## src/hdl/cms_pkg.sv

```systemverilog
// Package with the constants, codes, state types and hash helpers of the count-min sketch.
package cms_pkg;

  localparam int unsigned ROWS_DEF    = 4;
  localparam int unsigned COLUMNS_DEF = 1024;

  localparam logic [63:0] FNV_BASIS = 64'hcbf29ce484222325;
  localparam logic [63:0] ROW_BASE  = 64'ha5a5a5a55a5a5a5a;
  localparam logic [63:0] ROW_STEP  = 64'h9e3779b97f4a7c15;

  typedef enum logic {
    CMD_ADD   = 1'b0,
    CMD_QUERY = 1'b1
  } cmd_e;

  typedef enum logic [1:0] {
    F_IDLE,
    F_HASH,
    F_MOD,
    F_PUSH
  } front_state_e;

  typedef enum logic [1:0] {
    B_CLEAR,
    B_IDLE,
    B_UPDATE
  } back_state_e;

  // The FNV prime is 2^40 + 0x1b3, so the product is a shift plus a narrow multiply.
  function automatic logic [63:0] fnv_step(input logic [63:0] acc, input logic [7:0] b);
    logic [63:0] x;
    x = acc ^ {56'd0, b};
    return (x << 40) + (x * 64'h1b3);
  endfunction

  // Hash state after the eight seed bytes of a row; called with constant rows only.
  function automatic logic [63:0] seed_hash(input int unsigned row);
    logic [63:0] s;
    logic [63:0] a;
    s = ROW_BASE ^ (64'(row) * ROW_STEP);
    a = FNV_BASIS;
    for (int i = 0; i < 8; i++) begin
      a = fnv_step(a, s[8*i +: 8]);
    end
    return a;
  endfunction

endpackage

```

## src/hdl/cms_front.sv

```systemverilog
// Front end: takes commands, drops empty adds, hashes the key and reduces each row's slot.
module cms_front #(
  parameter int unsigned ROWS    = cms_pkg::ROWS_DEF,
  parameter int unsigned COLUMNS = cms_pkg::COLUMNS_DEF
) (
  input  logic                               clk_i,
  input  logic                               rst_ni,
  input  logic                               start_i,
  input  logic                               hold_i,
  input  cms_pkg::cmd_e                      cmd_i,
  input  logic [63:0]                        key_hash_i,
  input  logic [31:0]                        add_amount_i,
  output logic                               busy_o,
  output logic                               push_o,
  output logic                               full_i_unused_o,
  input  logic                               full_i,
  output cms_pkg::cmd_e                      q_cmd_o,
  output logic [31:0]                        q_amount_o,
  output logic [ROWS*$clog2(COLUMNS)-1:0]    q_slots_o
);
  import cms_pkg::*;

  localparam int unsigned CW = $clog2(COLUMNS);
  localparam int unsigned RW = CW + 1;

  front_state_e state_q, state_d;
  logic [3:0]   cnt_q, cnt_d;
  logic [63:0]  key_q;
  cmd_e         cmd_q;
  logic [31:0]  amount_q;
  logic [63:0]  acc_q [ROWS];
  logic [RW-1:0] rem_q [ROWS];
  logic         take;

  function automatic logic [RW-1:0] mod_nibble(input logic [RW-1:0] r, input logic [3:0] nib);
    logic [RW-1:0] t;
    t = r;
    for (int i = 3; i >= 0; i--) begin
      t = {t[CW-1:0], nib[i]};
      if (t >= RW'(COLUMNS)) begin
        t = t - RW'(COLUMNS);
      end
    end
    return t;
  endfunction

  assign take = (state_q == F_IDLE) && start_i && !hold_i;

  always_comb begin
    state_d = state_q;
    cnt_d   = cnt_q;
    case (state_q)
      F_IDLE: begin
        cnt_d = 4'd0;
        if (take && !(cmd_i == CMD_ADD && add_amount_i == 32'd0)) begin
          state_d = F_HASH;
        end
      end
      F_HASH: begin
        cnt_d = cnt_q + 4'd1;
        if (cnt_q == 4'd7) begin
          state_d = F_MOD;
          cnt_d   = 4'd0;
        end
      end
      F_MOD: begin
        cnt_d = cnt_q + 4'd1;
        if (cnt_q == 4'd15) begin
          state_d = F_PUSH;
        end
      end
      F_PUSH: begin
        if (!full_i) begin
          state_d = F_IDLE;
        end
      end
      default: state_d = F_IDLE;
    endcase
  end

  always_comb begin
    busy_o = (state_q != F_IDLE) || hold_i;
    push_o = (state_q == F_PUSH) && !full_i;
  end

  always_ff @(posedge clk_i or negedge rst_ni) begin
    if (!rst_ni) begin
      state_q <= F_IDLE;
      cnt_q   <= 4'd0;
    end else begin
      state_q <= state_d;
      cnt_q   <= cnt_d;
    end
  end

  always_ff @(posedge clk_i) begin
    if (take) begin
      key_q    <= key_hash_i;
      cmd_q    <= cmd_i;
      amount_q <= add_amount_i;
    end else if (state_q == F_HASH) begin
      key_q <= key_q >> 8;
    end
  end

  for (genvar r = 0; r < ROWS; r++) begin : g_lane
    always_ff @(posedge clk_i) begin
      if (take) begin
        acc_q[r] <= seed_hash(r);
        rem_q[r] <= '0;
      end else if (state_q == F_HASH) begin
        acc_q[r] <= fnv_step(acc_q[r], key_q[7:0]);
      end else if (state_q == F_MOD) begin
        rem_q[r] <= mod_nibble(rem_q[r], acc_q[r][63:60]);
        acc_q[r] <= acc_q[r] << 4;
      end
    end
    assign q_slots_o[r*CW +: CW] = rem_q[r][CW-1:0];
  end

  assign q_cmd_o         = cmd_q;
  assign q_amount_o      = amount_q;
  assign full_i_unused_o = full_i;

endmodule

```

## config.mk

```make
export PLATFORM = sky130hd
export DESIGN_NAME = cms_front
export DESIGN_NICKNAME = d
export VERILOG_FILES = /design/src/hdl/cms_pkg.sv /design/src/hdl/cms_front.sv
export SDC_FILE = /design/constraint.sdc
export NUM_CORES = 2
export LEC_CHECK = 0
export BUFFER_PORTS_ARGS = -buffer_cell sky130_fd_sc_hd__buf_2
export CAP_MARGIN = 20
export CORE_ASPECT_RATIO = 1.25
export CORE_MARGIN = 2
export CORE_UTILIZATION = 45
export CTS_CLUSTER_DIAMETER = 40
export DETAILED_ROUTE_END_ITERATION = 8
export GPL_TIMING_DRIVEN = 0
export PLACE_DENSITY_LB_ADDON = 0.15
export SLEW_MARGIN = 20
export SYNTH_ARGS = -nofsm -noshare
export SYNTH_HDL_FRONTEND = slang
export SYNTH_SLANG_ARGS = --single-unit
```

## constraint.sdc

```tcl
create_clock -name clk_i -period 17.91 [get_ports clk_i]
set_input_delay 0.8955 -clock clk_i [delete_from_list [all_inputs] [get_ports clk_i]]
set_output_delay 0.8955 -clock clk_i [all_outputs]
set_load 0.02 [all_outputs]
```

* After elaboration in Yosys (flattened, before gate mapping) *
Memories as Yosys holds them, arrays and structs flattened.
Cells that the tools add are included.

operators by class
  add/subtract/negate cells = 21
  multiply operators = 4
  divide/modulo/power cells = 0
  $lt $le $gt $ge = 16
  eq/ne operators = 9
  shift-type cells = 0
  muxes and demuxes = 94
  bitwise gates (word level) = 17
  reduce and logical (&&, ||, !) cells = 15

operators with widths
  operator                  number
  $mux W64                  10
  $mux W10                  48
  $add A64 B64 Y64          4
  $mul A64 B9 Y64 const B   4
  $xor A64 B8 Y64           4
  $mux W11                  20
  $ge A11 B11 Y1 const B    16
  $sub A10 B1 Y10 const B   12
  $sub A11 B11 Y11 const B  4
  $logic_not A32 Y1         1
  $or A1 B1 Y1              12
  $pmux W4 S3               1
  $mux W1                   9
  $mux W2                   4
  $pmux W2 S4               1
  $ne A2 B2 Y1 const B      3
  $logic_and A1 B1 Y1       5
  $add A4 B1 Y4 const B     1
  $eq A2 B2 Y1 const B      2
  $eq A4 B3 Y1 const B      1
  $eq A4 B4 Y1 const B      1
  $mux W4                   1
  $reduce_and A4 Y1         1
  $reduce_bool A2 Y1        2
  other kinds (7)           9

storage, ports and cells
  register bits after elaboration = 103
  latch bits = 0
  bits in writable memories = 300
  memory bits (read-only) = 0
  input bits = 102
  output and inout bits = 76
  memories = 2

memory list
  memory  depth  width  read ports  clocked after memory_dff  wr ports  RTL line         text
  acc_q   4      64     4           0                         4         cms_front.sv:31  logic [63:0] acc_q [ROWS];
  rem_q   4      11     4           0                         4         cms_front.sv:32  logic [RW-1:0] rem_q [ROWS];

* Longest topological paths before layout *
An unclocked memory read counts as a cell.

  depth after elaboration = 22
  gate-level depth with buffers = 26
  depth with buffers taken out = 23

* Least setup slack after synthesis *
No wires, ideal clock.

  path type = in2reg
  from = in hold_i
  to = mem acc_q[0][0], enable pin
  setup time = 2.017 ns
  arrival time = 6.026 ns
  required time = 15.893 ns
  setup slack = 9.867 ns
  stages on the path = 5
  buffers on the path = 2
  cell sequence = nand2b_1 > or2_2 > clkbuf_1 > clkbuf_1 > nand3_1

RTL lines
  element             RTL line         text
  start: declaration  cms_front.sv:9   input logic hold_i,
  end: declaration    cms_front.sv:31

==> results.ini <==
[synthesis]
synth_xor_area_share_pct = 6.34
synth_top_family_by_area = adder cells
ys_ff_latch = 399
netlist_area_mm2 = 0.0626
muxShareOfSynthArea_pct = 0.132
synth_top_area_share_pct = 28.3
synth.top_cells.by_area = fa_1 (28%), edfxtp_1 (19%), ha_1 (15%)
synthAdderAreaFrac_pct = 43.4
syn_inst = 6581
synth_area_leader_cell = fa_1
yosysSeqAreaShare_pct = 19.1
synth_compound_area_share_pct = 11.8
synth_nets = 8321
synth_cell_types = 84
yosys.area_share.simple_pct = 7.47
synth_edf_count = 393
synthFlopType = edfxtp_1
ys_async_sr_fraction_pct = 1.50
syn_area_per_cell_um2 = 9.51
ys_warn_count = 0

[floorplanning]
dieWidth_um = 338
num_rows = 153
die_area_mm2 = 0.142
die_y_um = 421
core_mm2 = 0.139
start_util_pct = 45.1
ioPinCount = 178

[setup_path]
critPathMostFrequentCell = ha_1
crit_arrival_ns = 8.37
slowest_delay_ns = 0.75
crit_buf_inv = 4
critPathLaunchType = flip-flop
endpoint_kind = flip-flop
cp_max_fo = 6
cp_top_family = compound AO/OA/AOI/OAI gates
critical_path_class = reg2reg
crit_path_top_delay_cell = xnor2_1
worstPathCellList = clkbuf_1 > xnor2_1 > inv_1 > ha_1 > clkbuf_1 > xor2_1 > xnor2_1 > fa_1 > inv_1 > fa_1 > ha_1 > ha_1 > o21ai_0 > o21ai_0 > o2111ai_1 > a41oi_1 > a41oi_1 > o21ai_1 > a31oi_1 > o21ai_1 > a221oi_1 > xor2_1 > a31oi_1
crit_required_ns = 18.28

[routing]
drc_errors = 0
drt-initial-drc-count = 2454
drt_first_pass_iters = 6
wl_per_cell_um = 20.3
avgViaCountPerCell = 5.19
num_vias = 45626
drt-total-wl_um = 178000
ant_nets = 0

[clock_tree]
cts.hold.buffers_added = 0
post-cts-setup-buffers = 0
cts-resized-gates = 0
clk_pin_slew_worst_paths_ns = 0.06
numCtsBuffers = 85
cts_sinks = 399
tritoncts = done
clock_path_buffers = 3
clock_latency_ns = 0.68
htree_levels = 3
clockRootBuffer = clkbuf_16

[job]
maxCapViolations = 0

[global_route]
grt_pass1_vias = 48182
grt_max_degree = 45
antenna_found_initial = 17
gr-total-overflow = 0
grt_pass1_wl_um = 278000
grt_usage_pct = 25.8

[final_layout]
nFillCells = 13284
area_delta_synth_final_pct = 10.2
final_nets = 8593
final-seq-area_mm2 = 0.0120
drive_above_1_share_pct = 5.42
multi_input_area_mm2 = 0.0432

[timing]
max_slew_margin_pct = 21.5
drv_slew = 0
worstMarginPinSlew_ns = 1.18
rsz0062_at_grt = no
fin_crit_ns = 8.00
skew_ns = 0.0245
fmax_mhz = 125
hold_viol_final = 0
fin_crit_sh_pct = 44.7
tns_ns = 0
setup_viol = 0

[hold_path]
hold_class = in2async

[placed_design]
place_hpwl_um = 152000
portBuffers = 177
place_congestion = 0.930

[run_status]
status = finished clean

[layer usage]
layer	vias up	GRT usage [%]	routed length, um
li1	21536	-	-
met1	22569	32.0	72100
met2	1153	45.6	90100
met3	346	3.09	8640
met4	22	9.83	7380
met5	-	0	123
[registers in the layout, summed over array words and instances, names as in the netlist]
register	cells
acc_q	256
key_q	64
rem_q	40
q_amount_o	32
cnt_q	4
state_q	2
q_cmd_o	1
[area by class of cell]
cell class	count	area share [%]
Antenna cell	3	0.0109
Buffer	177	0.982
Clock buffer	96	3.24
Clock inverter	62	1.03
Inverter	1797	9.78
Multi-Input combinational cell	4208	62.7
Sequential cell	399	17.3
Tap cell	1860	3.38
Timing Repair Buffer	185	1.55
[logic make-up after synthesis]
kind of cell               Yosys count
xor gates and xnor gates           453
DFF                                399
muxes                                8
buffers and inverters             1974
and+or+nand+nor                    998
adders and majority gates         1638
AOI/OAI and AO/OA                 1111
[path summary, 6_finish.rpt]
| kind | from | end | slack (ns) | cells past startpoint |
|---|---|---|---|---|
| worst min-delay path | rst_ni | cnt_q[2] | 0.05 | 1 |
| worst max-delay path | key_q[7] | acc_q[1][126] | 9.91 | 23 |
| worst max register to register | key_q[7] | acc_q[1][126] | 9.91 | 23 |
| min in group clk_i | add_amount_i[18] | q_amount_o[18] | 0.42 | 1 |
| worst min register to register | key_q[42] | key_q[34] | 0.51 | 2 |
| max in group asynchronous | rst_ni | cnt_q[1] | 17.69 | 1 |
[cells in the mapped netlist, types with 96 or more instances]
| master | number |
|---|---|
| xor2_1 | 207 |
| a21o_1 | 189 |
| and2_1 | 96 |
| edfxtp_1 | 393 |
| o21ai_0 | 235 |
| fa_1 | 883 |
| ha_1 | 755 |
| clkbuf_1 | 166 |
| xnor2_1 | 246 |
| nor2_1 | 133 |
| nand2_1 | 471 |
| inv_1 | 1796 |
| a21oi_1 | 262 |
[layout by cell type (no fill, tap or decap), types with 25 or more instances in the layout]
cell,netlist,routed
clkbuf_1,166,170
nor3_1,25,25
nor2_1,133,133
o21ai_0,235,235
nor2b_1,34,34
xnor2_1,246,246
o211ai_1,44,44
a31oi_1,40,40
nand2_1,471,469
a22oi_1,29,29
xor2_1,207,207
fa_1,883,883
ha_1,755,755
a21o_1,189,189
a2bb2oi_1,64,64
nand4_1,46,46
a21oi_1,262,262
and3_1,27,27
and2_1,96,96
o21bai_1,31,31
inv_1,1796,1796
clkbuf_16,0,88
nand3_1,72,71
edfxtp_1,393,393
buf_2,1,180
nand2b_1,31,30
[through the flow]
stage               instances  instance area (um^2)  util (%)  hold WS [ns]  setup slack [ns]
floorplan                6581                 62600         -         0.463              9.87
global placement         8618                 65800      47.5         0.494              3.41
detailed placement       8626                 66000      47.6         0.500              9.93
CTS                      8784                 68900      49.7       0.00966              9.91
global route             8784                 68900      49.7        0.0434              9.58
finish                   8787                 68900      49.7        0.0513              9.91
[worst register-to-register path, stage by stage, from the launching register on]
cell	delay (ns)
edfxtp_1	0.36
clkbuf_1	0.44
xnor2_1	0.76
inv_1	0.16
ha_1	0.31
clkbuf_1	0.30
xor2_1	0.26
xnor2_1	0.14
fa_1	0.55
inv_1	0.05
fa_1	0.50
ha_1	0.32
ha_1	0.34
o21ai_0	0.12
o21ai_0	0.12
o2111ai_1	0.21
a41oi_1	0.37
a41oi_1	0.62
o21ai_1	0.21
a31oi_1	0.62
o21ai_1	0.23
a221oi_1	0.40
xor2_1	0.23
a31oi_1	0.11
Power is not shown: default switching activity piles up to over one toggle a cycle in this logic, so the estimate is an artifact.
