$ cat src/hdl/cms_fifo.sv
// Two-entry queue between the hashing front end and the counter back end.
module cms_fifo #(
  parameter int unsigned W = 8
) (
  input  logic         clk_i,
  input  logic         rst_ni,
  input  logic         push_i,
  input  logic [W-1:0] wdata_i,
  input  logic         pop_i,
  output logic [W-1:0] rdata_o,
  output logic         full_o,
  output logic         empty_o
);

  logic [W-1:0] mem_q [2];
  logic         wptr_q, wptr_d;
  logic         rptr_q, rptr_d;
  logic [1:0]   cnt_q, cnt_d;

  always_comb begin
    wptr_d = wptr_q ^ push_i;
    rptr_d = rptr_q ^ pop_i;
    cnt_d  = cnt_q + {1'b0, push_i} - {1'b0, pop_i};
  end

  always_ff @(posedge clk_i or negedge rst_ni) begin
    if (!rst_ni) begin
      wptr_q <= 1'b0;
      rptr_q <= 1'b0;
      cnt_q  <= 2'd0;
    end else begin
      wptr_q <= wptr_d;
      rptr_q <= rptr_d;
      cnt_q  <= cnt_d;
    end
  end

  always_ff @(posedge clk_i) begin
    if (push_i) begin
      mem_q[wptr_q] <= wdata_i;
    end
  end

  assign rdata_o = mem_q[rptr_q];
  assign full_o  = (cnt_q == 2'd2);
  assign empty_o = (cnt_q == 2'd0);

endmodule

$ cat config.mk
export PLATFORM = sky130hd
export DESIGN_NAME = cms_fifo
export DESIGN_NICKNAME = d
export VERILOG_FILES = /design/src/hdl/cms_fifo.sv
export SDC_FILE = /design/constraint.sdc
export NUM_CORES = 1
export LEC_CHECK = 0
export ABC_AREA = 1
export BUFFER_PORTS_ARGS = -buffer_cell sky130_fd_sc_hd__buf_4
export CORE_MARGIN = 5
export CORE_UTILIZATION = 41
export DETAILED_ROUTE_END_ITERATION = 8
export SKIP_CTS_REPAIR_TIMING = 1
export SLEW_MARGIN = 20
export SYNTH_ARGS = -nofsm -noshare
export SYNTH_HDL_FRONTEND = slang
export SYNTH_SLANG_ARGS = --single-unit
export TNS_END_PERCENT = 50
$ cat constraint.sdc
create_clock -name clk_i -period 1.3 [get_ports clk_i]
set_input_delay 0.26 -clock clk_i [delete_from_list [all_inputs] [get_ports clk_i]]
set_output_delay 0.26 -clock clk_i [all_outputs]
set_load 0.005 [all_outputs]
== Word-level counts from Yosys, hierarchy flattened ==
Memory sizes are Yosys's and may differ from the RTL's.
Cells that the tools add are included.
Operators by class
  $add $sub $neg: 2
  equality and inequality tests: 1
  mux-type cells: 2
  bitwise gates (word level): 2
  reductions and logical operators: 1
Operator list (number)
  $add 2x1->2: 1
  $eq 2x2->1 const B: 1
  $logic_not 2->1: 1
  $mux 1: 2
  $sub 2x1->2: 1
  $xor 1x1->1: 2
Storage, ports and cells
  flip-flop bits (word level): 4
  bits in writable memories: 16
  input port bits: 12
  memories: 1
Memories
  mem_q: depth 2, width 8, rd ports 1, clocked after memory_dff 0, write ports 1, line 15  | logic [W-1:0] mem_q [2];

== Logic depth before layout (Yosys ltp) ==
Gate-level depths: netlist of run 1.
  word-level depth: 2
  depth in mapped cells: 7
  gate-level depth less buffers: 7

== Worst setup path before layout of run 1 ==
OpenSTA, ideal clock, no wires.
  path type: flip-flop to flip-flop
  start: register cnt_q[0]
  end: register cnt_q[1]
  arrival time: 0.957 ns
  required time: 1.184 ns
  path slack: 0.227 ns
  stages on the path, launching flop included: 7
  path buffers: 0
  period minus slack after synthesis: 1.073 ns
  path through: dfrtp_1 inv_1 ha_1 inv_1 ha_1 nand3_1 nand2_1
On the way
  cells in the longest elaborated chain, start to end: 2
Ends and longest elaborated chain
  start, declared: line 18  | logic [1:0] cnt_q, cnt_d;
  start signal, assigned: line 34  | cnt_q <= cnt_d;
  $add 2x1->2: line 23  | cnt_d = cnt_q + {1'b0, push_i} - {1'b0, pop_i};
  $sub 2x1->2: line 23
  net cnt_d[1]: line 18
The timed path passes the listed nets, and every way through them passes these cells.

== Final worst setup path of run 1 ==
  start: register rptr_q
  end: output rdata_o[6]
On the way
  cells in the longest elaborated chain, start to end: 1
Ends and longest elaborated chain
  start, declared: line 17  | logic rptr_q, rptr_d;
  start signal, assigned: line 33  | rptr_q <= rptr_d;
  $mem_v2 2x8
  end, declared: line 10  | output logic [W-1:0] rdata_o,
No other way between the ends.

==> report_table.html, run 1 <==
<table>
<tr><th>Metric</th><th>Value</th></tr>
<tr><th colspan="2">Clock tree</th></tr>
<tr><td>CTS Buf Count</td><td>3</td></tr>
<tr><td>Max clock buf depth</td><td>2</td></tr>
<tr><td>Number of H-tree levels</td><td>1</td></tr>
<tr><td>Clock tree root buffer cell</td><td>sky130_fd_sc_hd__clkbuf_4</td></tr>
<tr><td>Clock tree sinks</td><td>20</td></tr>
<tr><td>TritonCTS clock tree</td><td>done</td></tr>
<tr><td>Clock slew at reported path FFs</td><td>0.12 ns</td></tr>
<tr><td>Clk_lat worst skew</td><td>0.30 ns</td></tr>
<tr><th colspan="2">Global route</th></tr>
<tr><td>Wire length of the first global-routing pass</td><td>2330 microns</td></tr>
<tr><td>GRT Residual Overflow</td><td>0</td></tr>
<tr><td>Total GRT Usage</td><td>9.74%</td></tr>
<tr><td>Antenna violations before repair</td><td>0</td></tr>
<tr><td>Number of global-route vias before repair</td><td>559</td></tr>
<tr><td>Maximum number of pins on one net before global-route repair</td><td>13</td></tr>
<tr><th colspan="2">Floorplan</th></tr>
<tr><td>Floorplan die width</td><td>55.3 microns</td></tr>
<tr><td>Die H</td><td>55.3 microns</td></tr>
<tr><td>Count of boundary I/O pins</td><td>22</td></tr>
<tr><td>Initial Util</td><td>42.8%</td></tr>
<tr><td>CORE AREA</td><td>0.00196 sq mm</td></tr>
<tr><td>Floorplan row count</td><td>16</td></tr>
<tr><td>Total die area</td><td>0.00305 sq mm</td></tr>
<tr><th colspan="2">Synthesis</th></tr>
<tr><td>Most used standard cell by instance count after synthesis</td><td>sky130_fd_sc_hd__edfxtp_1</td></tr>
<tr><td>Number of synthesized register bits</td><td>20</td></tr>
<tr><td>Number of standard cells after synthesis</td><td>66</td></tr>
<tr><td>Netlist Area Pre-Place</td><td>840 sq um</td></tr>
<tr><td>Sequential area share after synthesis</td><td>69.2%</td></tr>
<tr><td>Distinct cell type count after synthesis</td><td>12</td></tr>
<tr><td>Warning count from the yosys run</td><td>0</td></tr>
<tr><td>Most frequent cells after synthesis</td><td>sky130_fd_sc_hd__edfxtp_1 (16), sky130_fd_sc_hd__inv_1 (15), sky130_fd_sc_hd__nand2_1 (13), sky130_fd_sc_hd__o21ai_0 (5)</td></tr>
<tr><td>Number of synthesized flops with an enable pin</td><td>16</td></tr>
<tr><td>Synth top area share</td><td>57.2%</td></tr>
<tr><td>Synth area leaders</td><td>sky130_fd_sc_hd__edfxtp_1 (57%), sky130_fd_sc_hd__dfrtp_1 (12%), sky130_fd_sc_hd__inv_1 (6.7%)</td></tr>
<tr><td>Net Count, Synth</td><td>82</td></tr>
<tr><td>Cell accounting for the most synthesized area</td><td>sky130_fd_sc_hd__edfxtp_1</td></tr>
<tr><td>Most instantiated flip-flop cell in the synthesis netlist</td><td>sky130_fd_sc_hd__edfxtp_1</td></tr>
<tr><td>Post-Synthesis Mean Instance Area</td><td>12.7 sq um</td></tr>
<tr><td>Proportion of synthesized flip-flops having asynchronous set or reset</td><td>20.0%</td></tr>
<tr><th colspan="2">Min path</th></tr>
<tr><td>Hold Path Class</td><td>input port to flop</td></tr>
<tr><th colspan="2">Pwr</th></tr>
<tr><td>Total power</td><td>2.33 mW</td></tr>
<tr><td>Leakage Power</td><td>0.520 nW</td></tr>
<tr><td>Power per cell area</td><td>2080 mW/mm^2</td></tr>
<tr><td>Maximum resistive drop on vdd</td><td>1.19 mV</td></tr>
<tr><th colspan="2">Drt</th></tr>
<tr><td>Via total after detailed routing</td><td>527</td></tr>
<tr><td>Avg WL per Cell</td><td>11.7 microns</td></tr>
<tr><td>Antenna Violating Nets Remaining</td><td>0</td></tr>
<tr><td>DRC Markers</td><td>0</td></tr>
<tr><td>Total wire length after detailed routing</td><td>1400 microns</td></tr>
<tr><td>Vias per cell</td><td>4.39</td></tr>
<tr><td>Initial DRC count</td><td>9</td></tr>
<tr><td>Number of search-and-repair iterations in the first detailed-routing pass</td><td>4</td></tr>
<tr><th colspan="2">Timing</th></tr>
<tr><td>Slew Limit Fails</td><td>0</td></tr>
<tr><td>Final worst slack</td><td>-0.0844 ns</td></tr>
<tr><td>Max-slew headroom at the worst pin</td><td>72.8%</td></tr>
<tr><td>Worst clock skew</td><td>0.00766 ns</td></tr>
<tr><td>Post-route fraction of the period consumed by the critical path</td><td>106%</td></tr>
<tr><td>Setup repair after global routing missed its margin</td><td>true</td></tr>
<tr><td>Max Freq</td><td>722 MHz</td></tr>
<tr><td>Final count of negative-setup-slack endpoints</td><td>8</td></tr>
<tr><td>Worst slew pin tran</td><td>0.408 ns</td></tr>
<tr><td>Final min period</td><td>1.38 ns</td></tr>
<tr><td>Hold Vio Cnt, Final</td><td>0</td></tr>
<tr><th colspan="2">Layout</th></tr>
<tr><td>Number of diodes added for antenna fixing</td><td>0</td></tr>
<tr><td>Final design instance area without fill</td><td>0.00112 sq mm</td></tr>
<tr><td>Util after Layout</td><td>57.0%</td></tr>
<tr><td>Area growth, synth to finish</td><td>33.2%</td></tr>
<tr><td>Layout net count</td><td>110</td></tr>
<tr><td>Post-Layout Cell Count</td><td>120</td></tr>
<tr><td>Area used by multi-input combinational logic</td><td>198 sq um</td></tr>
<tr><td>Area taken by flip-flops and latches</td><td>581 sq um</td></tr>
<tr><td>Fill cell instance count of the final layout</td><td>182</td></tr>
<tr><td>Share of final-layout standard cells stronger than drive strength 1</td><td>41.9%</td></tr>
<tr><th colspan="2">Setup path</th></tr>
<tr><td>Startpoint type of the worst setup path</td><td>flop</td></tr>
<tr><td>Required time of the critical path</td><td>1.04 ns</td></tr>
<tr><td>Top delay family on crit path</td><td>flip-flops</td></tr>
<tr><td>Sum of buffers and inverters on the critical path</td><td>2</td></tr>
<tr><td>Worst path cell trace</td><td>buf_6 -&gt; nand2_1 -&gt; o21ai_2 -&gt; buf_4</td></tr>
<tr><td>Largest fanout on the critical path</td><td>9</td></tr>
<tr><td>Setup crit end kind</td><td>output pin</td></tr>
<tr><td>Endpoint arrival time on the critical path</td><td>1.12 ns</td></tr>
<tr><td>Delay of the slowest cell on the worst path</td><td>0.42 ns</td></tr>
<tr><td>Critical path type</td><td>flop to output pin</td></tr>
<tr><td>Slowest cell on the critical path</td><td>sky130_fd_sc_hd__dfrtp_1</td></tr>
<tr><th colspan="2">Placed design</th></tr>
<tr><td>Standard cell area after detailed placement</td><td>0.00101 sq mm</td></tr>
<tr><td>Buffers added on ports</td><td>21</td></tr>
<tr><td>Post-Place Worst Slack</td><td>0.136 ns</td></tr>
<tr><td>Placed wire-length estimate after detailed placement</td><td>1040 microns</td></tr>
<tr><td>Placed insts</td><td>114</td></tr>
<tr><td>RePlAce Congestion</td><td>0.684</td></tr>
<tr><th colspan="2">Run status</th></tr>
<tr><td>Run status</td><td>finished, violations left</td></tr>
<tr><td>Failing checks</td><td>negative setup slack</td></tr>
<tr><th colspan="2">Flow run</th></tr>
<tr><td>Number of violations of the max-capacitance limit</td><td>0</td></tr>
</table>
[registers in the layout, indices dropped and copies added (netlist names)]
signal / count
mem_q: 16
cnt_q: 2
rptr_q: 1
wptr_q: 1
[cell usage in the layout, fill, tap and decap left out]
cell | synthesis | routed
sky130_fd_sc_hd__buf_4 | 0 | 22
sky130_fd_sc_hd__buf_6 | 1 | 2
sky130_fd_sc_hd__bufinv_16 | 0 | 1
sky130_fd_sc_hd__clkbuf_4 | 0 | 3
sky130_fd_sc_hd__dfrtp_1 | 4 | 4
sky130_fd_sc_hd__dlygate4sd3_1 | 0 | 1
sky130_fd_sc_hd__edfxtp_1 | 16 | 16
sky130_fd_sc_hd__ha_1 | 4 | 4
sky130_fd_sc_hd__inv_1 | 15 | 15
sky130_fd_sc_hd__nand2_1 | 13 | 10
sky130_fd_sc_hd__nand2_2 | 0 | 3
sky130_fd_sc_hd__nand3_1 | 1 | 1
sky130_fd_sc_hd__nor2_1 | 2 | 2
sky130_fd_sc_hd__o21ai_2 | 3 | 8
sky130_fd_sc_hd__xor2_1 | 1 | 1
[routing by layer]
metal	up-vias	wire length, microns	track usage [%]	share of wire [%]
met2	10	798	17.2	57
met1	251	524	10.2	37
met3	2	71	3.73	5.1
met4	0	7	4.17	0.50
li1	264	-	-	-
met5	-	0	0	0
[power by group]
group	switching [mW]	leakage [nW]	internal, mW
clock	0.188	0.0279	0.311
sequential	0.0700	0.197	0.870
combinational	0.433	0.294	0.455
total	0.691	0.520	1.64
[area by class of cell]
class                           instances  area share [%]
Clock buffer                            3            2.01
Inverter                               15            5.03
Multi-Input combinational cell         29            17.7
Sequential cell                        20            51.9
Tap cell                               27            3.02
Timing Repair Buffer                   25            17.7
Clock inverter                          1            2.68
[worst register-to-register path, cell delays in order, from the launching register on]
cell	delay, ns
sky130_fd_sc_hd__dfrtp_1	0.39
sky130_fd_sc_hd__inv_1	0.05
sky130_fd_sc_hd__ha_1	0.27
sky130_fd_sc_hd__inv_1	0.04
sky130_fd_sc_hd__ha_1	0.18
sky130_fd_sc_hd__nand3_1	0.09
sky130_fd_sc_hd__nand2_1	0.06
[logic make-up (layout without fill, tap and decap cells)]
kind of cell	count (synthesis)	count (layout)	synth area share, %
simple gates	16	16	7.30
fa+ha+maj	4	4	5.96
xor+xnor	1	1	1.04
flops	20	20	69.2
buf+inv	17	44	10.4
compound gates	8	8	6.11
[through the flow]
stage	setup TNS [ns]	hold slack [ns]
2_1_floorplan	0	-0.0356
3_3_place_gp	0	0.0599
3_5_place_dp	0	0.0636
4_1_cts	-1.10	-0.273
5_1_grt	-1.19	0.110
6_report	-0.608	0.139
[path summary, 6_finish.rpt]
kind | end | from | cells after the start | slack [ns]
min | mem_q[1][3] | wdata_i[3] | 1 | 0.14
min in group asynchronous | rptr_q | rst_ni | 2 | 0.28
max in group asynchronous | cnt_q[1] | rst_ni | 2 | 0.91
min reg2reg | wptr_q | wptr_q | 3 | 0.62
max | rdata_o[6] | rptr_q | 4 | -0.08
max reg2reg | cnt_q[1] | cnt_q[0] | 6 | 0.13
(Power assumes the default switching activity.)
==> run 2: changes to the inputs <==
--- a/config.mk
+++ b/config.mk
@@ -5,7 +5,6 @@
 export SDC_FILE = /design/constraint.sdc
 export NUM_CORES = 1
 export LEC_CHECK = 0
-export ABC_AREA = 1
 export BUFFER_PORTS_ARGS = -buffer_cell sky130_fd_sc_hd__buf_4
 export CORE_MARGIN = 5
 export CORE_UTILIZATION = 41
==> run 2 against run 1 <==
Effect of this change: the flow still finishes with violations (negative setup slack); fmax fell by 9.9%; critical path type unchanged; sequential power rose by 5.7%; register-to-register slack got worse by 0.02 ns; critical endpoint is now rdata_o[5]; non-clock buffer count fell by 1; utilization fell by 1.3 points; routed wire length fell by 21%; synthesized cell count fell by 38%; cell count fell by 21%; clock-buffer cell count did not move; highest routed layer is now met3; clock power fell by 43%; setup slack got worse by 0.15 ns; via count fell by 22%.
==> report_table.html, run 2 <==
<table>
<tr><th>Metric</th><th>Value</th></tr>
<tr><th colspan="2">Run status</th></tr>
<tr><td>Run status</td><td>finished, violations left</td></tr>
<tr><td>Failing checks</td><td>negative setup slack</td></tr>
<tr><th colspan="2">Synthesis</th></tr>
<tr><td>Most used standard cell by instance count after synthesis</td><td>sky130_fd_sc_hd__edfxtp_1</td></tr>
<tr><td>Most instantiated flip-flop cell in the synthesis netlist</td><td>sky130_fd_sc_hd__edfxtp_1</td></tr>
<tr><td>Number of synthesized flops with an enable pin</td><td>16 (unchanged)</td></tr>
<tr><td>Proportion of synthesized flip-flops having asynchronous set or reset</td><td>20.0% (unchanged)</td></tr>
<tr><td>Number of synthesized register bits</td><td>20 (unchanged)</td></tr>
<tr><td>Sequential area share after synthesis</td><td>70.8% (+1.7 points)</td></tr>
<tr><td>Most frequent cells after synthesis</td><td>sky130_fd_sc_hd__edfxtp_1 (16), sky130_fd_sc_hd__mux2_4 (8), sky130_fd_sc_hd__dfrtp_1 (4), sky130_fd_sc_hd__ha_1 (4), sky130_fd_sc_hd__inv_1 (4)</td></tr>
<tr><td>Cell accounting for the most synthesized area</td><td>sky130_fd_sc_hd__edfxtp_1</td></tr>
<tr><td>Distinct cell type count after synthesis</td><td>10 (-2)</td></tr>
<tr><td>Synth top area share</td><td>58.6% (+1.4 points)</td></tr>
<tr><td>Number of standard cells after synthesis</td><td>41 (-38%)</td></tr>
<tr><td>Synth area leaders</td><td>sky130_fd_sc_hd__edfxtp_1 (59%), sky130_fd_sc_hd__mux2_4 (15%), sky130_fd_sc_hd__dfrtp_1 (12%)</td></tr>
<tr><td>Warning count from the yosys run</td><td>0 (unchanged)</td></tr>
<tr><td>Netlist Area Pre-Place</td><td>820 sq um (-2.4%)</td></tr>
<tr><td>Post-Synthesis Mean Instance Area</td><td>20.0 sq um (+57%)</td></tr>
<tr><td>Net Count, Synth</td><td>57 (-30%)</td></tr>
<tr><th colspan="2">Global route</th></tr>
<tr><td>Maximum number of pins on one net before global-route repair</td><td>12 (-1)</td></tr>
<tr><td>Total GRT Usage</td><td>8.41% (-1.3 points)</td></tr>
<tr><td>GRT Residual Overflow</td><td>0 (unchanged)</td></tr>
<tr><td>Number of global-route vias before repair</td><td>402 (-28%)</td></tr>
<tr><td>Antenna violations before repair</td><td>0 (unchanged)</td></tr>
<tr><td>Wire length of the first global-routing pass</td><td>1680 microns (-28%)</td></tr>
<tr><th colspan="2">Floorplan</th></tr>
<tr><td>Count of boundary I/O pins</td><td>22 (unchanged)</td></tr>
<tr><td>Floorplan die width</td><td>54.7 microns (-0.98%)</td></tr>
<tr><td>Floorplan row count</td><td>16 (unchanged)</td></tr>
<tr><td>Total die area</td><td>0.00299 sq mm (-1.9%)</td></tr>
<tr><td>CORE AREA</td><td>0.00194 sq mm (-1.0%)</td></tr>
<tr><td>Die H</td><td>54.7 microns (-0.98%)</td></tr>
<tr><td>Initial Util</td><td>42.2% (-0.59 points)</td></tr>
<tr><th colspan="2">Clock tree</th></tr>
<tr><td>CTS Buf Count</td><td>3 (unchanged)</td></tr>
<tr><td>Clk_lat worst skew</td><td>0.29 ns (about the same)</td></tr>
<tr><td>Clock tree sinks</td><td>20 (unchanged)</td></tr>
<tr><td>Number of H-tree levels</td><td>1 (unchanged)</td></tr>
<tr><td>Clock slew at reported path FFs</td><td>0.10 ns (-0.02 ns)</td></tr>
<tr><td>TritonCTS clock tree</td><td>done</td></tr>
<tr><td>Max clock buf depth</td><td>2 (unchanged)</td></tr>
<tr><td>Clock tree root buffer cell</td><td>sky130_fd_sc_hd__clkbuf_4</td></tr>
<tr><th colspan="2">Timing</th></tr>
<tr><td>Final worst slack</td><td>-0.236 ns (-0.151 ns)</td></tr>
<tr><td>Max-slew headroom at the worst pin</td><td>74.1% (+1.3 points)</td></tr>
<tr><td>Post-route fraction of the period consumed by the critical path</td><td>118% (+12 points)</td></tr>
<tr><td>Final total negative setup slack</td><td>-1.85 ns (-1.24 ns)</td></tr>
<tr><td>Hold Vio Cnt, Final</td><td>0 (unchanged)</td></tr>
<tr><td>Setup repair after global routing missed its margin</td><td>true</td></tr>
<tr><td>Worst clock skew</td><td>0.000498 ns (-0.00716 ns)</td></tr>
<tr><td>Final min period</td><td>1.54 ns (+0.151 ns)</td></tr>
<tr><td>Worst slew pin tran</td><td>0.388 ns (-0.0198 ns)</td></tr>
<tr><td>Slew Limit Fails</td><td>0 (unchanged)</td></tr>
<tr><td>Worst hold slack across all endpoints</td><td>0.148 ns (+0.00908 ns)</td></tr>
<tr><td>Final count of negative-setup-slack endpoints</td><td>8 (unchanged)</td></tr>
<tr><td>Max Freq</td><td>651 MHz (-9.9%)</td></tr>
<tr><th colspan="2">Setup path</th></tr>
<tr><td>Required time of the critical path</td><td>1.04 ns (about the same)</td></tr>
<tr><td>Largest fanout on the critical path</td><td>9 (unchanged)</td></tr>
<tr><td>Sum of buffers and inverters on the critical path</td><td>1 (-1)</td></tr>
<tr><td>Slowest cell on the critical path</td><td>sky130_fd_sc_hd__dfrtp_2</td></tr>
<tr><td>Endpoint arrival time on the critical path</td><td>1.28 ns (+0.16 ns)</td></tr>
<tr><td>Top delay family on crit path</td><td>flip-flops</td></tr>
<tr><td>Delay of the slowest cell on the worst path</td><td>0.54 ns (+0.12 ns)</td></tr>
<tr><td>Startpoint type of the worst setup path</td><td>flop</td></tr>
<tr><td>Worst path cell trace</td><td>mux2_4 -&gt; buf_6</td></tr>
<tr><td>Setup crit end kind</td><td>output pin</td></tr>
<tr><td>Critical path type</td><td>flop to output pin</td></tr>
<tr><th colspan="2">Layout</th></tr>
<tr><td>Area growth, synth to finish</td><td>32.1%</td></tr>
<tr><td>Layout net count</td><td>85 (-23%)</td></tr>
<tr><td>Util after Layout</td><td>55.7% (-1.3 points)</td></tr>
<tr><td>Commonest non-fill, non-tap cells in the layout</td><td>sky130_fd_sc_hd__edfxtp_1 (16), sky130_fd_sc_hd__buf_4 (15), sky130_fd_sc_hd__mux2_4 (8), sky130_fd_sc_hd__buf_6 (8)</td></tr>
<tr><td>Fill cell instance count of the final layout</td><td>173 (-4.9%)</td></tr>
<tr><td>Post-Layout Cell Count</td><td>95 (-21%)</td></tr>
<tr><td>Leading cell type in the layout, fill and taps excluded</td><td>sky130_fd_sc_hd__edfxtp_1</td></tr>
<tr><td>Leading registers by flop count</td><td>mem_q (16), cnt_q (2)</td></tr>
<tr><td>Register with the highest flop count</td><td>mem_q</td></tr>
<tr><td>Max reg flops</td><td>16 (unchanged)</td></tr>
<tr><td>Area taken by flip-flops and latches</td><td>582 sq um (+0.22%)</td></tr>
<tr><td>Final design instance area without fill</td><td>0.00108 sq mm (-3.2%)</td></tr>
<tr><td>Number of diodes added for antenna fixing</td><td>0 (unchanged)</td></tr>
<tr><td>Area used by multi-input combinational logic</td><td>213 sq um (+7.6%)</td></tr>
<tr><td>Share of final-layout standard cells stronger than drive strength 1</td><td>51.5% (+9.5 points)</td></tr>
<tr><th colspan="2">Pwr</th></tr>
<tr><td>Leakage Power</td><td>0.479 nW (-7.9%)</td></tr>
<tr><td>Maximum resistive drop on vdd</td><td>0.959 mV (-20%)</td></tr>
<tr><td>Total power</td><td>2.07 mW (-11%)</td></tr>
<tr><td>Power per cell area</td><td>1910 mW/mm^2 (-8.0%)</td></tr>
<tr><th colspan="2">Drt</th></tr>
<tr><td>DRC Markers</td><td>0 (unchanged)</td></tr>
<tr><td>Vias per cell</td><td>4.32 (-1.7%)</td></tr>
<tr><td>Number of search-and-repair iterations in the first detailed-routing pass</td><td>3 (-1)</td></tr>
<tr><td>Avg WL per Cell</td><td>11.7 microns (+0.35%)</td></tr>
<tr><td>Initial DRC count</td><td>2 (-7)</td></tr>
<tr><td>Antenna Violating Nets Remaining</td><td>0 (unchanged)</td></tr>
<tr><td>Total wire length after detailed routing</td><td>1110 microns (-21%)</td></tr>
<tr><td>Via total after detailed routing</td><td>410 (-22%)</td></tr>
<tr><th colspan="2">Placed design</th></tr>
<tr><td>Placed insts</td><td>89 (-22%)</td></tr>
<tr><td>RePlAce Congestion</td><td>0.593 (-13%)</td></tr>
<tr><td>Buffers added on ports</td><td>21 (unchanged)</td></tr>
<tr><td>Post-Place Worst Slack</td><td>-0.0904 ns (-0.226 ns)</td></tr>
<tr><td>Standard cell area after detailed placement</td><td>0.00101 sq mm (-0.74%)</td></tr>
<tr><th colspan="2">Flow run</th></tr>
<tr><td>Number of violations of the max-capacitance limit</td><td>0 (unchanged)</td></tr>
<tr><th colspan="2">Min path</th></tr>
<tr><td>Hold Path Class</td><td>input port to flop</td></tr>
</table>
==> run 2: changes by cell type in the layout (fill, tap and decap cells not counted), sizes merged, moves of 8 or more <==
cell,change
mux2,+8
inv,-11
nand2,-13
o21ai,-8
==> run 2: logic make-up (layout without fill, tap and decap cells) <==
| family | after synthesis | count (layout) | share of synthesized area (%) |
|---|---|---|---|
| DFF | 20 | 20 | 70.8 |
| muxes | 8 | 8 | 14.7 |
| buffers and inverters | 5 | 32 | 3.21 |
| adders and majority gates | 4 | 4 | 6.11 |
| xor gates and xnor gates | 2 | 2 | 3.97 |
| and+or+nand+nor | 2 | 2 | 1.22 |
==> run 2: worst paths after layout <==
| kind | start | end | slack [ns] | depth (start not counted) |
|---|---|---|---|---|
| worst max-delay path | rptr_q | rdata_o[5] | -0.24 | 2 |
| worst min-delay path | wdata_i[4] | mem_q[0][4] | 0.15 | 1 |
| worst max register to register | cnt_q[0] | cnt_q[1] | 0.11 | 5 |
| worst min register to register | wptr_q | wptr_q | 0.61 | 3 |
| max in group asynchronous | rst_ni | rptr_q | 0.90 | 2 |
| min in group asynchronous | rst_ni | rptr_q | 0.29 | 2 |
==> run 2: layout make-up <==
| type | instances | share of cell area [%] |
|---|---|---|
| clock inverter | 1 | 0.347 |
| clock buffer | 3 | 2.08 |
| timing repair buffer | 24 | 19.7 |
| multi-input combinational | 16 | 19.7 |
| sequential | 20 | 53.8 |
| tap | 27 | 3.12 |
| inverter | 4 | 1.39 |
==> run 2: power breakdown <==
part | switching [mW] | internal (mW) | leakage [nW]
Clock | 0.170 | 0.111 | 0.0154
Sequential | 0.120 | 0.874 | 0.196
Combinational | 0.244 | 0.552 | 0.267
Total | 0.534 | 1.54 | 0.479
==> run 2: metal layers <==
metal	vias up	track usage (%)	wire length (microns)
met3	0	2.72	70
met5	-	0	0
met4	0	3.73	0
li1	203	-	-
met1	195	8.93	411
met2	12	15.0	631
==> run 2: worst reg2reg max path: cells and delay by family (launching register included) <==
kind / cells / cell delay [ns]
DFF: 1 / 0.38
xor gates and xnor gates: 1 / 0.20
buffers and inverters: 2 / 0.10
adders and majority gates: 2 / 0.40
